[config.mk]
export PLATFORM = sky130hd
export DESIGN_NAME = rtc_ctrl
export DESIGN_NICKNAME = d
export VERILOG_FILES = /design/src/hdl/rtc_pkg.sv /design/src/hdl/rtc_ctrl.sv
export SDC_FILE = /design/constraint.sdc
export NUM_CORES = 1
export LEC_CHECK = 0
export BUFFER_PORTS_ARGS = -buffer_cell sky130_fd_sc_hd__buf_4
export CAP_MARGIN = 25
export CORE_UTILIZATION = 50
export CTS_CLUSTER_SIZE = 25
export DETAILED_ROUTE_END_ITERATION = 10
export GPL_TIMING_DRIVEN = 0
export MAX_ROUTING_LAYER = met4
export PLACE_DENSITY_LB_ADDON = 0.1
export REMOVE_ABC_BUFFERS = 1
export SYNTH_ARGS = -nofsm -noshare
export SYNTH_HDL_FRONTEND = slang
export SYNTH_SLANG_ARGS = --single-unit
[constraint.sdc]
create_clock -name clk_i -period 3.38 [get_ports clk_i]
set_input_delay 0.338 -clock clk_i [delete_from_list [all_inputs] [get_ports clk_i]]
set_output_delay 0.338 -clock clk_i [all_outputs]
set_load 0.01 [all_outputs]
[src/hdl/rtc_pkg.sv]
// ----------------------------------------------------------------------------
// RTD conversion package
// Shared widths, codes, reset values and controller/datapath types.
// ----------------------------------------------------------------------------
package rtc_pkg;

  localparam int TEMP_W     = 19;
  localparam int RES_W      = 24;
  localparam int STAT_W     = 3;
  localparam int OP_W       = 2;
  localparam int IDX_W      = 6;
  localparam int CFG_IDX_W  = 3;
  localparam int CFG_DATA_W = 32;
  localparam int COEF_W     = 32;

  localparam int DEF_POS_POINTS       = 32;
  localparam int DEF_NEG_POINTS       = 16;
  localparam int DEF_POS_STEP_DEGREES = 32;
  localparam int DEF_NEG_STEP_DEGREES = 16;

  localparam int MUL_A_W    = 49;
  localparam int MUL_B_W    = 25;
  localparam int ACC_W      = 64;
  localparam int DIV_W      = 42;
  localparam int DIV_CNT_W  = 6;
  localparam int HUNDRED_Q8 = 25600;

  localparam logic [RES_W-1:0]         BASE_RST = 24'd102400;
  localparam logic signed [COEF_W-1:0] A_RST    = 32'sd16785957;
  localparam logic signed [COEF_W-1:0] B_RST    = -32'sd162551799;
  localparam logic signed [COEF_W-1:0] C_RST    = -32'sd77162731;
  localparam logic signed [TEMP_W-1:0] SAT_RST  = 19'sd262143;
  localparam logic signed [TEMP_W-1:0] TEMP_MAX = 19'sd262143;
  localparam logic signed [TEMP_W-1:0] TEMP_MIN = -19'sd262144;

  typedef enum logic [OP_W-1:0] {
    OP_R_FROM_T = 2'd0,
    OP_LOAD     = 2'd1,
    OP_T_FROM_R = 2'd2,
    OP_UNUSED   = 2'd3
  } op_e;

  typedef enum logic [STAT_W-1:0] {
    STS_OK    = 3'd0,
    STS_ABOVE = 3'd1,
    STS_BELOW = 3'd2,
    STS_FLAT  = 3'd3,
    STS_RANGE = 3'd4
  } status_e;

  typedef enum logic [CFG_IDX_W-1:0] {
    CFG_BASE  = 3'd0,
    CFG_A     = 3'd1,
    CFG_B     = 3'd2,
    CFG_C     = 3'd3,
    CFG_SAT   = 3'd4
  } cfg_idx_e;

  typedef enum logic [4:0] {
    DP_NONE, DP_LATCH, DP_A, DP_B1, DP_B2, DP_B3, DP_C1, DP_C2, DP_C3, DP_C4,
    DP_R0, DP_R1, DP_R2, DP_LOAD, DP_BADOP, DP_S_ISSUE, DP_S_CMP, DP_S_LO,
    DP_SAT, DP_FLAT, DP_DIV_INIT, DP_DIV, DP_T_FIN
  } dp_cmd_e;

  typedef enum logic [4:0] {
    CS_IDLE, CS_DISP, CS_A, CS_B1, CS_B2, CS_B3, CS_C1, CS_C2, CS_C3, CS_C4,
    CS_R0, CS_R1, CS_R2, CS_LOAD, CS_BAD, CS_S_ISSUE, CS_S_CMP, CS_S_LO,
    CS_DIV_INIT, CS_DIV, CS_T_FIN
  } ctrl_state_e;

  typedef struct packed {
    op_e  op;
    logic t_neg;
    logic at_end;
    logic go;
    logic d_zero;
    logic div_done;
    logic out_busy;
  } dp_sts_t;

endpackage

[src/hdl/rtc_ctrl.sv]
// ----------------------------------------------------------------------------
// RTD conversion controller
// Sequences the datapath through each operation, one transaction at a time.
// ----------------------------------------------------------------------------
module rtc_ctrl (
  input  logic              clk_i,
  input  logic              rst_ni,
  input  logic              in_valid_i,
  output logic              in_ready_o,
  input  rtc_pkg::dp_sts_t  sts_i,
  output rtc_pkg::dp_cmd_e  cmd_o
);
  import rtc_pkg::*;

  ctrl_state_e state_q, state_d;

  always_ff @(posedge clk_i or negedge rst_ni) begin
    if (!rst_ni) begin
      state_q <= CS_IDLE;
    end else begin
      state_q <= state_d;
    end
  end

  always_comb begin
    state_d    = state_q;
    cmd_o      = DP_NONE;
    in_ready_o = 1'b0;
    case (state_q)
      CS_IDLE: begin
        in_ready_o = 1'b1;
        if (in_valid_i) begin
          cmd_o   = DP_LATCH;
          state_d = CS_DISP;
        end
      end
      CS_DISP: begin
        case (sts_i.op)
          OP_R_FROM_T: state_d = CS_A;
          OP_LOAD:     state_d = CS_LOAD;
          OP_T_FROM_R: state_d = CS_S_ISSUE;
          default:     state_d = CS_BAD;
        endcase
      end
      CS_A: begin
        cmd_o   = DP_A;
        state_d = CS_B1;
      end
      CS_B1: begin
        cmd_o   = DP_B1;
        state_d = CS_B2;
      end
      CS_B2: begin
        cmd_o   = DP_B2;
        state_d = CS_B3;
      end
      CS_B3: begin
        cmd_o   = DP_B3;
        state_d = sts_i.t_neg ? CS_C1 : CS_R0;
      end
      CS_C1: begin
        cmd_o   = DP_C1;
        state_d = CS_C2;
      end
      CS_C2: begin
        cmd_o   = DP_C2;
        state_d = CS_C3;
      end
      CS_C3: begin
        cmd_o   = DP_C3;
        state_d = CS_C4;
      end
      CS_C4: begin
        cmd_o   = DP_C4;
        state_d = CS_R0;
      end
      CS_R0: begin
        cmd_o   = DP_R0;
        state_d = CS_R1;
      end
      CS_R1: begin
        cmd_o   = DP_R1;
        state_d = CS_R2;
      end
      CS_R2: begin
        if (!sts_i.out_busy) begin
          cmd_o   = DP_R2;
          state_d = CS_IDLE;
        end
      end
      CS_LOAD: begin
        if (!sts_i.out_busy) begin
          cmd_o   = DP_LOAD;
          state_d = CS_IDLE;
        end
      end
      CS_BAD: begin
        if (!sts_i.out_busy) begin
          cmd_o   = DP_BADOP;
          state_d = CS_IDLE;
        end
      end
      CS_S_ISSUE: begin
        if (sts_i.at_end) begin
          if (!sts_i.out_busy) begin
            cmd_o   = DP_SAT;
            state_d = CS_IDLE;
          end
        end else begin
          cmd_o   = DP_S_ISSUE;
          state_d = CS_S_CMP;
        end
      end
      CS_S_CMP: begin
        cmd_o   = DP_S_CMP;
        state_d = sts_i.go ? CS_S_ISSUE : CS_S_LO;
      end
      CS_S_LO: begin
        if (sts_i.d_zero) begin
          if (!sts_i.out_busy) begin
            cmd_o   = DP_FLAT;
            state_d = CS_IDLE;
          end
        end else begin
          cmd_o   = DP_S_LO;
          state_d = CS_DIV_INIT;
        end
      end
      CS_DIV_INIT: begin
        cmd_o   = DP_DIV_INIT;
        state_d = CS_DIV;
      end
      CS_DIV: begin
        if (sts_i.div_done) begin
          state_d = CS_T_FIN;
        end else begin
          cmd_o = DP_DIV;
        end
      end
      CS_T_FIN: begin
        if (!sts_i.out_busy) begin
          cmd_o   = DP_T_FIN;
          state_d = CS_IDLE;
        end
      end
      default: state_d = CS_IDLE;
    endcase
  end
endmodule

# Word-level counts from Yosys, hierarchy flattened
# Cells that the tools add are included.
# classes
order_cmp	0
shifts	0
addsub	0
n_eq_ne	24
bitwise	0
n_mul	0
reduce_logical	4
muxes	21
div_mod_pow	0
# op_table
op	n
$pmux 5 s20	1
$pmux 5 s18	1
$mux 5	12
$eq 5x4->1 const B	8
$eq 5x5->1 const B	5
$eq 5x3->1 const B	4
$mux 4	4
$pmux 4 s3	1
$eq 5x2->1 const B	2
$eq 5x1->1 const B	1
$logic_not 5->1	1
$ne 2x2->1 const B	2
$reduce_or 4->1	1
$eq 2x1->1 const B	1
$eq 2x2->1 const B	1
$logic_not 2->1	1
$mux 1	2
$reduce_and 2->1	1
# word_totals
ramBits	0
out_inout_bits	6
regBits	5
romBits	0
memories	0
latch_bits	0

# Longest topological paths before layout
# Gate-level depths: netlist of run 1.
# depth
ltp_word	3
ltp_mapped	6
mapped_depth_nobuf	6

# Worst setup path before layout of run 1
# Ideal clock, no wire load.
# synth_path
path_type	reg-to-output
from	register state_q[2]
to	output port cmd_o[1]
n_path_buf	1
t_required_ps	3042
path_slack_ps	1722
path_stages_with_launch	6
arrival_ps	1320
cell_sequence	dfrtp_1 and3b_1 buf_6 a22oi_1 o22ai_1 a211o_1
# synth_between
elab_chain_cells	2
# synth_lines
item	line	rtl
start: declaration	rtc_ctrl.sv:15	ctrl_state_e state_q, state_d;
start signal: assignment	rtc_ctrl.sv:21	state_q <= state_d;
$eq 5x5->1, or another cell as far along	rtc_ctrl.sv:29	case (state_q)
$pmux 5 s20 *	rtc_ctrl.sv:29	
end: declaration	rtc_ctrl.sv:11	output rtc_pkg::dp_cmd_e cmd_o
# Every way passes the cells marked *; elsewhere a longest branch is shown, timed or not.

# Worst setup path after layout of run 1
# layout_path
from	register state_q[4]
to	output port cmd_o[0]
# The elaborated chain is that of the path after synthesis.

==> run_results.csv, run 1 <==
group,metric,value,unit
sta,skew,0.000516,ns
synthesis,async_flop_share,100,%
cts,ctsResizeCount,0,
sta,finalCritPeriodShare,72.9,%
critical_path,path_class,"reg2out",
floorplan,fp.dieH,41.8,um
floorplan,die_w,41.8,um
sta,slew_violations,0,
cells_and_area,top_register,"state_q",
critical_path,cp_max_fo,20,
route,wire_per_inst,14.1,um
critical_path,worstPathCellList,"nand2b_1 -> nor4_1 -> a31oi_1 -> o211ai_1 -> buf_4",
placed_design,globalplace.congestion,0.827,
pwr,irDropWorstVdd,0.000385,V
cells_and_area,layout_common_cells,"buf_4, a21oi_1, nand2_1, inv_1, nor2_1",
cells_and_area,largest_reg_flops,5,
global_routing,grt_overflow_total,0,
synthesis,synth_cells,114,
synthesis,synth_warnings,0,
cells_and_area,final_common_cell,"buf_4",
route,vias,900,
cells_and_area,diodes,0,
route,antenna_left,0,
cts,cts.hold.buffers_added,1,
pwr,p_per_area,849,nW/um2
route,via_per_inst,6.52,
synthesis,ys_types,41,
critical_path,critPathSlowestCell,"dfrtp_1",
placed_design,placed_area,866,um2
cts,clk_latency,0.23,ns
synthesis,syn_avg_cell_area,6.94,um2
sta,fmax,406,MHz
synthesis,synth-seq-cells,5,
cells_and_area,top_regs,"state_q x5",
global_routing,grt_max_degree,26,
cells_and_area,layout-area-overhead-vs-synth,14.1,%
synthesis,synth_edf_count,0,
route,drt-total-wl,1.95,mm
sta,setup_tns,0,ns
sta,hold_viol_final,0,
sta,setup_violations,0,
critical_path,arrival,2.13,ns
placed_design,post-dp-hpwl,1.34,mm
route,drt_iter0_drc,35,
cts,clockBufferDepth,2,
floorplan,core,1380,um2
cells_and_area,fin_nets,137,
placed_design,portBuffers,16,
synthesis,netlist_area,791,um2
cells_and_area,drive_gt1_share,17.1,%
cells_and_area,finalInstanceArea,902,um2
global_routing,grt_pass1_wl,3.24,mm
global_routing,grt_pass1_vias,730,
worst_hold_path,holdCritPathClass,"in2async",
route,firstDrtPassIters,5,
floorplan,initial_core_util,57.2,%
global_routing,grt.total_usage,23.9,%
synthesis,ys.flop_type,"dfrtp_1",
sta,worst_pin_slew,0.727,ns
synthesis,yosysSeqAreaShare,15.8,%
sta,rsz0062_at_grt,"no",
critical_path,end_kind,"output pin",
run_status,status,"finished clean",
cts,clkTransAtPathRegs,0.04,ns
critical_path,cp.required,3.04,ns
cts,clockRootBuffer,"clkbuf_4",
floorplan,fp-row-count,13,
critical_path,critPathMaxStageDelay,0.69,ns
pwr,p_leak,0.385,nW
cts,ctsHtreeMaxLevel,1,
cts,numCtsBuffers,3,
cts,cts_tree,"built",
cts,cts_setup_buffers,0,
sta,holdWs,0.451,ns
cts,cts.sinks,5,
critical_path,cp-start-kind,"flip-flop",
run,maxCapViolations,0,
floorplan,die_area,1740,um2
route,drcViolationCount,0,
sta,post-route-min-period,2.46,ns
sta,max-slew-margin-rel,51.5,%
global_routing,grt_antenna_before_repair,0,
floorplan,ioPinCount,17,
-- through the flow --
| step | utilization (%) | total power [mW] | std cells | setup WS [ns] |
|---|---|---|---|---|
| finish | 65.2 | 0.766 | 138 | 0.916 |
| global route | 65.2 | 0.837 | 138 | 0.783 |
| CTS | 65.2 | 0.762 | 138 | 0.976 |
| detailed placement | 62.6 | 0.692 | 133 | 1.23 |
| global placement | 62.6 | 0.685 | 133 | 1.28 |
| floorplan | - | 0.529 | 102 | 1.55 |
-- cell type report --
class	count	area, um2
clock buffers	4	26.3
flip-flops and latches	5	125
repair buffers	17	130
multi-input cells	89	572
well taps	15	18.8
inverters	8	30.0
fillers	122	480
-- worst max-delay path: cells and delay by family, from the launching register on --
kind                   cells  cell delay (ns)
AO/OA/AOI/OAI              2             0.24
buffers and inverters      1             0.16
flip-flops                 1             0.69
AND/OR/NAND/NOR            2             0.80
-- routing by layer --
metal  routed length, um  vias to the layer above  GRT usage, %
li1                    -                      451             -
met1                 877                      399          34.4
met2                 885                       46          34.4
met3                 170                        4          2.61
met4                  16                        0          8.39
met5                   0                        -             -
-- cell usage after synthesis, drive strengths merged (2+ instances only) --
master	number	share of area (%)
nor3b	2	1.9
ha	2	3.2
o21ai	5	3.2
o211ai	3	2.8
clkbuf	2	0.95
a31oi	3	2.4
a22oi	2	1.9
inv	8	3.8
nor4	3	2.4
buf	10	7.1
nand2b	2	1.6
dfrtp	5	16
nor2	7	3.3
o2111ai	2	2.2
nand2	9	4.3
o22ai	5	4.0
a21oi	11	7.0
a21o	2	1.9
o22a	2	2.2
o21a	2	1.9
nor2b	5	4.0
nor3	2	1.3
nand3	4	2.5
-- final timing paths --
kind	startpoint	endpoint	slack [ns]	depth (start not counted)
min in group clk_i	sts_i[4]	state_q[1]	0.48	3
worst max register to register	state_q[2]	state_q[1]	1.56	4
worst min-delay path	rst_ni	state_q[1]	0.45	2
worst max-delay path	state_q[4]	cmd_o[0]	0.92	5
worst min register to register	state_q[3]	state_q[1]	0.84	1
max in group asynchronous	rst_ni	state_q[0]	2.83	2
-- where the power goes --
part | internal [mW] | switching [mW]
clock network | 0.0445 | 0.0219
registers | 0.0851 | 0.136
logic | 0.245 | 0.234
-- cell families (layout without fill, tap and decap cells) --
kind of cell	after synthesis	count (layout)	synth area share [%]
AOI/OAI and AO/OA	48	48	42.1
and+or+nand+nor	38	38	25.8
buffers and inverters	20	29	11.9
DFF	5	5	15.8
adders and majority gates	2	2	3.16
muxes	1	1	1.27
(Power assumes the default switching activity.)
==> run 2, diff against run 1 <==
==> constraint.sdc (replaced) <==
create_clock -name clk_i -period 2.5 [get_ports clk_i]
set_input_delay 0.25 -clock clk_i [delete_from_list [all_inputs] [get_ports clk_i]]
set_output_delay 0.25 -clock clk_i [all_outputs]
set_load 0.01 [all_outputs]
==> run 2 against run 1 <==
Sequential power grew 35%. Non-clock buffer count did not move. Critical endpoint unchanged. Routed wire length stayed put. Via count did not move. Clock-buffer cell count unchanged.
==> run_results.csv, run 2 (synthesized netlist as in run 1, its figures left out) <==
group,metric,value,unit
sta,max-slew-margin-rel,51.5,%
sta,post-route-min-period,2.34,ns
cts,clkTransAtPathRegs,0.04,ns
sta,worst_pin_slew,0.727,ns
floorplan,core,1380,um2
cts,clockBufferDepth,2,
run_status,status,"finished clean",
global_routing,grt_pass1_wl,3.24,mm
sta,setup_violations,0,
route,antenna_left,0,
floorplan,fp.dieH,41.8,um
global_routing,grt_pass1_vias,730,
placed_design,post-dp-hpwl,1.34,mm
run,maxCapViolations,0,
cells_and_area,fillCellCount,121,
global_routing,busiest_layer,"met1",
cells_and_area,fin_nets,137,
pwr,irDropWorstVdd,0.000521,V
route,drt-total-wl,1.95,mm
critical_path,cp.required,2.25,ns
cells_and_area,top_register,"state_q",
cells_and_area,layout-area-overhead-vs-synth,14.2,%
pwr,p_per_area,1150,nW/um2
global_routing,use_met3,2.61,%
floorplan,initial_core_util,57.2,%
cts,cts_setup_buffers,0,
critical_path,end_kind,"output pin",
route,vias,900,
worst_hold_path,holdCritPathClass,"in2async",
global_routing,grt_overflow_total,0,
floorplan,ioPinCount,17,
cts,cts.sinks,5,
cts,clk_latency,0.23,ns
sta,finalCritPeriodShare,93.6,%
cts,clockRootBuffer,"clkbuf_4",
floorplan,die_w,41.8,um
sta,rsz0062_at_grt,"no",
cells_and_area,top_regs,"state_q x5",
global_routing,grt.total_usage,23.9,%
cells_and_area,drive_gt1_share,17.9,%
placed_design,portBuffers,16,
sta,fmax,427,MHz
route,drcViolationCount,0,
route,firstDrtPassIters,5,
route,drt_iter0_drc,35,
sta,holdWs,0.363,ns
route,via_per_inst,6.52,
cells_and_area,largest_reg_flops,5,
critical_path,worstPathCellList,"nand2_1 -> nor4_1 -> a31oi_1 -> o211ai_1 -> buf_4",
critical_path,arrival,2.09,ns
cells_and_area,layout_common_cells,"buf_4, a21oi_1, nand2_1, inv_1, nor2_1",
sta,hold_viol_final,0,
global_routing,grtUsageMet1,34.4,%
global_routing,grt_antenna_before_repair,0,
sta,skew,0.000513,ns
global_routing,met2_usage,34.4,%
critical_path,critPathSlowestCell,"dfrtp_1",
critical_path,cp-start-kind,"flip-flop",
sta,slew_violations,0,
critical_path,path_class,"reg2out",
cts,cts_tree,"built",
critical_path,cp_max_fo,22,
cts,numCtsBuffers,3,
cts,ctsHtreeMaxLevel,1,
global_routing,grt_max_degree,26,
placed_design,globalplace.congestion,0.827,
sta,setup_tns,0,ns
cells_and_area,diodes,0,
route,wire_per_inst,14.1,um
floorplan,die_area,1740,um2
floorplan,fp-row-count,13,
cells_and_area,final_common_cell,"buf_4",
pwr,p_leak,0.384,nW
critical_path,critPathMaxStageDelay,0.74,ns
[run 2: cell counts in the layout (fill, tap and decap cells not counted)]
No cell type changed its count.
[run 2: final timing paths]
| kind | from | end | slack [ns] | cells after the start |
|---|---|---|---|---|
| min in group clk_i | sts_i[4] | state_q[1] | 0.39 | 3 |
| max in group asynchronous | rst_ni | state_q[4] | 2.02 | 2 |
| min | rst_ni | state_q[1] | 0.36 | 2 |
| max reg2reg | state_q[2] | state_q[1] | 0.68 | 4 |
| max | state_q[1] | cmd_o[0] | 0.16 | 5 |
| min reg2reg | state_q[4] | state_q[3] | 0.72 | 1 |
[run 2: timing repair]
action,4_1_cts,5_1_grt
endpoints found under the setup margin,0,1
resized for setup,0,1
endpoints found under the hold margin,5,0
hold buffers,1,0
[run 2: final cells by class]
class	instances	area (um2)	area share (%)
clock buffers	4	26.3	2.91
flip-flops and latches	5	126	14.0
multi-input cells	89	572	63.3
repair buffers	17	130	14.4
well taps	15	18.8	2.08
inverters	8	30.0	3.32
[run 2: worst max-delay path, delay by kind of cell, from the launching register on]
family	cells	cell delay [ns]
compound gates	2	0.24
flops	1	0.74
buf+inv	1	0.16
simple gates	2	0.71
[run 2: through the flow]
| stage | setup WS (ns) | util, % | power [mW] | cell area (um2) | cells |
|---|---|---|---|---|---|
| finish | 0.160 | 65.3 | 1.04 | 903 | 138 |
| global route | 0.0427 | 65.3 | 1.13 | 903 | 138 |
| CTS | 0.184 | 65.2 | 1.03 | 902 | 138 |
| detailed placement | 0.434 | 62.6 | 0.936 | 866 | 133 |
| global placement | 0.491 | 62.6 | 0.927 | 866 | 133 |
| floorplan | 0.757 | - | 0.715 | 727 | 102 |
[run 2: where the power goes]
part	internal (mW)	switching [mW]	total, mW	leakage (nW)
logic	0.332	0.316	0.648	0.308
clock network	0.0601	0.0296	0.0897	0.0150
registers	0.115	0.183	0.299	0.0608
[run 2: layer usage]
layer / share of wire (%) / routed length [um]
met4: 0.82 / 16
met2: 45 / 885
met1: 45 / 877
met5: 0 / 0
met3: 8.7 / 170
==> run 3, diff against run 2 <==
--- a/config.mk
+++ b/config.mk
@@ -5,6 +5,7 @@
 export SDC_FILE = /design/constraint.sdc
 export NUM_CORES = 1
 export LEC_CHECK = 0
+export ABC_AREA = 1
 export BUFFER_PORTS_ARGS = -buffer_cell sky130_fd_sc_hd__buf_4
 export CAP_MARGIN = 25
 export CORE_UTILIZATION = 50
==> run 3 against run 2 <==
Via count increased by 13%. First-iteration DRC count increased by 8.6%. Setup slack improved by 0.25 ns. Register-to-register slack improved by 0.23 ns. Area after synthesis decreased by 0.63%. Global-route usage increased by 7.5 points. Hold slack got worse by 0.042 ns. Sequential share of layout area decreased by 0.76 points. Maximum frequency increased by 12%. Final area increased by 4.7%. Total power decreased by 7.2%. Clock skew increased by 0.0057 ns. Critical path type unchanged. Critical endpoint unchanged. Largest power group unchanged. Highest routed layer unchanged.
==> run_results.csv, run 3 <==
group,metric,value,unit
pwr,p_per_area,1020,nW/um2
sta,slew_violations,0,
route,wire_per_inst,13.8,um
run,maxCapViolations,0,
floorplan,ioPinCount,17,
cts,clockBufferDepth,2,
cells_and_area,fin_nets,176,
critical_path,critPathMaxStageDelay,0.48,ns
synthesis,ys_types,21,
global_routing,grt_overflow_total,0,
run_status,status,"finished clean",
floorplan,core,1380,um2
synthesis,synth_warnings,0,
global_routing,grt_pass1_wl,4.13,mm
cells_and_area,diodes,0,
worst_hold_path,holdCritPathClass,"in2reg",
cts,clkTransAtPathRegs,0.05,ns
cts,ctsHtreeMaxLevel,1,
critical_path,r2r_slack,0.91,ns
placed_design,post-dp-hpwl,1.92,mm
pwr,irDropWorstVdd,0.000638,V
cells_and_area,top_register,"state_q",
critical_path,path_class,"reg2out",
sta,hold_viol_final,0,
cells_and_area,top_regs,"state_q x5",
sta,post-route-min-period,2.09,ns
synthesis,ys.flop_type,"dfrtp_1",
cells_and_area,layout_common_cells,"nand2_1, inv_1, buf_4, nor2_1, nand3_1",
synthesis,synth_common_cells,"nand2_1, inv_1, nor2_1",
synthesis,async_flop_share,100,%
cells_and_area,ff_latch_area,125,um2
sta,finalCritPeriodShare,83.7,%
global_routing,grt_pass1_vias,956,
sta,setup_violations,0,
sta,holdWs,0.321,ns
route,via_per_inst,5.75,
synthesis,synth_edf_count,0,
cells_and_area,fin_util,68.4,%
cts,cts_tree,"built",
critical_path,end_kind,"output pin",
critical_path,worstPathCellList,"nor2_2 -> nand2_2 -> nor2_2 -> o21ai_0 -> nand2_1 -> inv_1 -> o2111ai_1 -> buf_4",
route,antenna_left,0,
floorplan,initial_core_util,56.8,%
placed_design,globalplace.congestion,0.965,
synthesis,synth_top_area_cell,"nand2_1",
cells_and_area,final_common_cell,"nand2_1",
cts,clockRootBuffer,"clkbuf_4",
global_routing,grt_antenna_before_repair,0,
route,drcViolationCount,0,
route,firstDrtPassIters,4,
critical_path,cp.required,2.25,ns
cts,cts.sinks,5,
floorplan,die_area,1730,um2
critical_path,cp-start-kind,"flip-flop",
critical_path,cp_max_fo,7,
route,drt_iter0_drc,38,
critical_path,crit_top_cell,"nor2_2",
route,vias,1018,
synthesis,netlist_area,786,um2
cts,ctsResizeCount,0,
cells_and_area,multi_input_area,544,um2
sta,max-slew-margin-rel,73.1,%
sta,fmax,478,MHz
critical_path,arrival,1.84,ns
sta,setup_tns,0,ns
floorplan,die_w,41.6,um
synthesis,synth_cells,143,
placed_design,portBuffers,16,
cts,numCtsBuffers,3,
critical_path,critPathSlowestCell,"dfrtp_1",
cells_and_area,fillCellCount,138,
floorplan,fp-row-count,13,
pwr,p_leak,0.551,nW
synthesis,synth.area.top_cells,"nand2_1, dfrtp_1, inv_1, nand3_1, nor2_1",
synthesis,yosysMostFrequentCell,"nand2_1",
cells_and_area,drive_gt1_share,22.2,%
cts,clk_latency,0.24,ns
sta,skew,0.00619,ns
cells_and_area,layout-area-overhead-vs-synth,20.4,%
synthesis,synth_top_area_share,20.1,%
synthesis,syn_avg_cell_area,5.49,um2
global_routing,grt_max_degree,11,
floorplan,fp.dieH,41.6,um
global_routing,grt.total_usage,31.5,%
cells_and_area,largest_reg_flops,5,
synthesis,synth-seq-cells,5,
route,drt-total-wl,2.44,mm
sta,worst_pin_slew,0.401,ns
sta,rsz0062_at_grt,"no",
synthesis,yosysSeqAreaShare,15.9,%
[run 3: changes by cell type after synthesis, sizes merged, moves of 3 or more]
cell / delta
nand2: +34
inv: +19
nor2: +15
nand3: +10
a21oi: -8
buf: -8
nand4: +6
o21ai: +6
nor2b: -5
o22ai: -5
nor4: -3
o211ai: -3
[run 3: final timing paths]
kind                            start         end  cells after the start
min                          sts_i[1]  state_q[0]                      4
max in group asynchronous      rst_ni  state_q[1]                      2
min in group asynchronous      rst_ni  state_q[2]                      2
max reg2reg                state_q[4]  state_q[0]                      9
max                        state_q[3]    cmd_o[0]                      8
min reg2reg                state_q[2]  state_q[2]                      4
[run 3: kinds of logic after synthesis]
family | share of synthesized area, %
DFF | 15.9
AOI/OAI and AO/OA | 12.7
adders and majority gates | 3.18
and+or+nand+nor | 53.3
buffers and inverters | 14.8
[run 3: per-stage QoR]
| step | power (mW) | worst slack, ns | cells | area [um2] |
|---|---|---|---|---|
| 6_report | 0.962 | 0.407 | 177 | 946 |
| 3_3_place_gp | 0.841 | 0.725 | 172 | 910 |
| 2_1_floorplan | 0.619 | 1.03 | 141 | 771 |
| 5_1_grt | 1.05 | 0.294 | 177 | 946 |
| 4_1_cts | 0.952 | 0.443 | 177 | 946 |
| 3_5_place_dp | 0.852 | 0.703 | 172 | 910 |
[run 3: final cells by class]
| type | count | share of cell area [%] |
|---|---|---|
| multi-input combinational | 109 | 57.5 |
| timing repair buffer | 17 | 13.8 |
| sequential | 5 | 13.2 |
| inverter | 27 | 10.7 |
| clock buffer | 4 | 2.78 |
| tap | 15 | 1.98 |
[run 3: power by group]
group          total [mW]  internal (mW)  switching [mW]
sequential          0.194          0.116          0.0782
clock              0.0948         0.0604          0.0344
combinational       0.673          0.251           0.421
[run 3: routing by layer]
layer / global-route usage [%] / routed length, um / vias up
met2: 48.4 / 1120 / 62
li1: - / - / 502
met4: 14.2 / 67 / 0
met1: 41.1 / 1010 / 443
met5: - / 0 / -
met3: 3.91 / 238 / 11
[run 3: critical path: cells and delay by family (launching register included)]
family | cells | cell delay [ns]
compound gates | 2 | 0.26
buf+inv | 2 | 0.20
simple gates | 4 | 0.66
flops | 1 | 0.48
[run 3: repair_timing]
item,4_1_cts,5_1_grt
endpoints found under the hold margin,5,0
hold buffers,1,0
buffers inserted,0,0
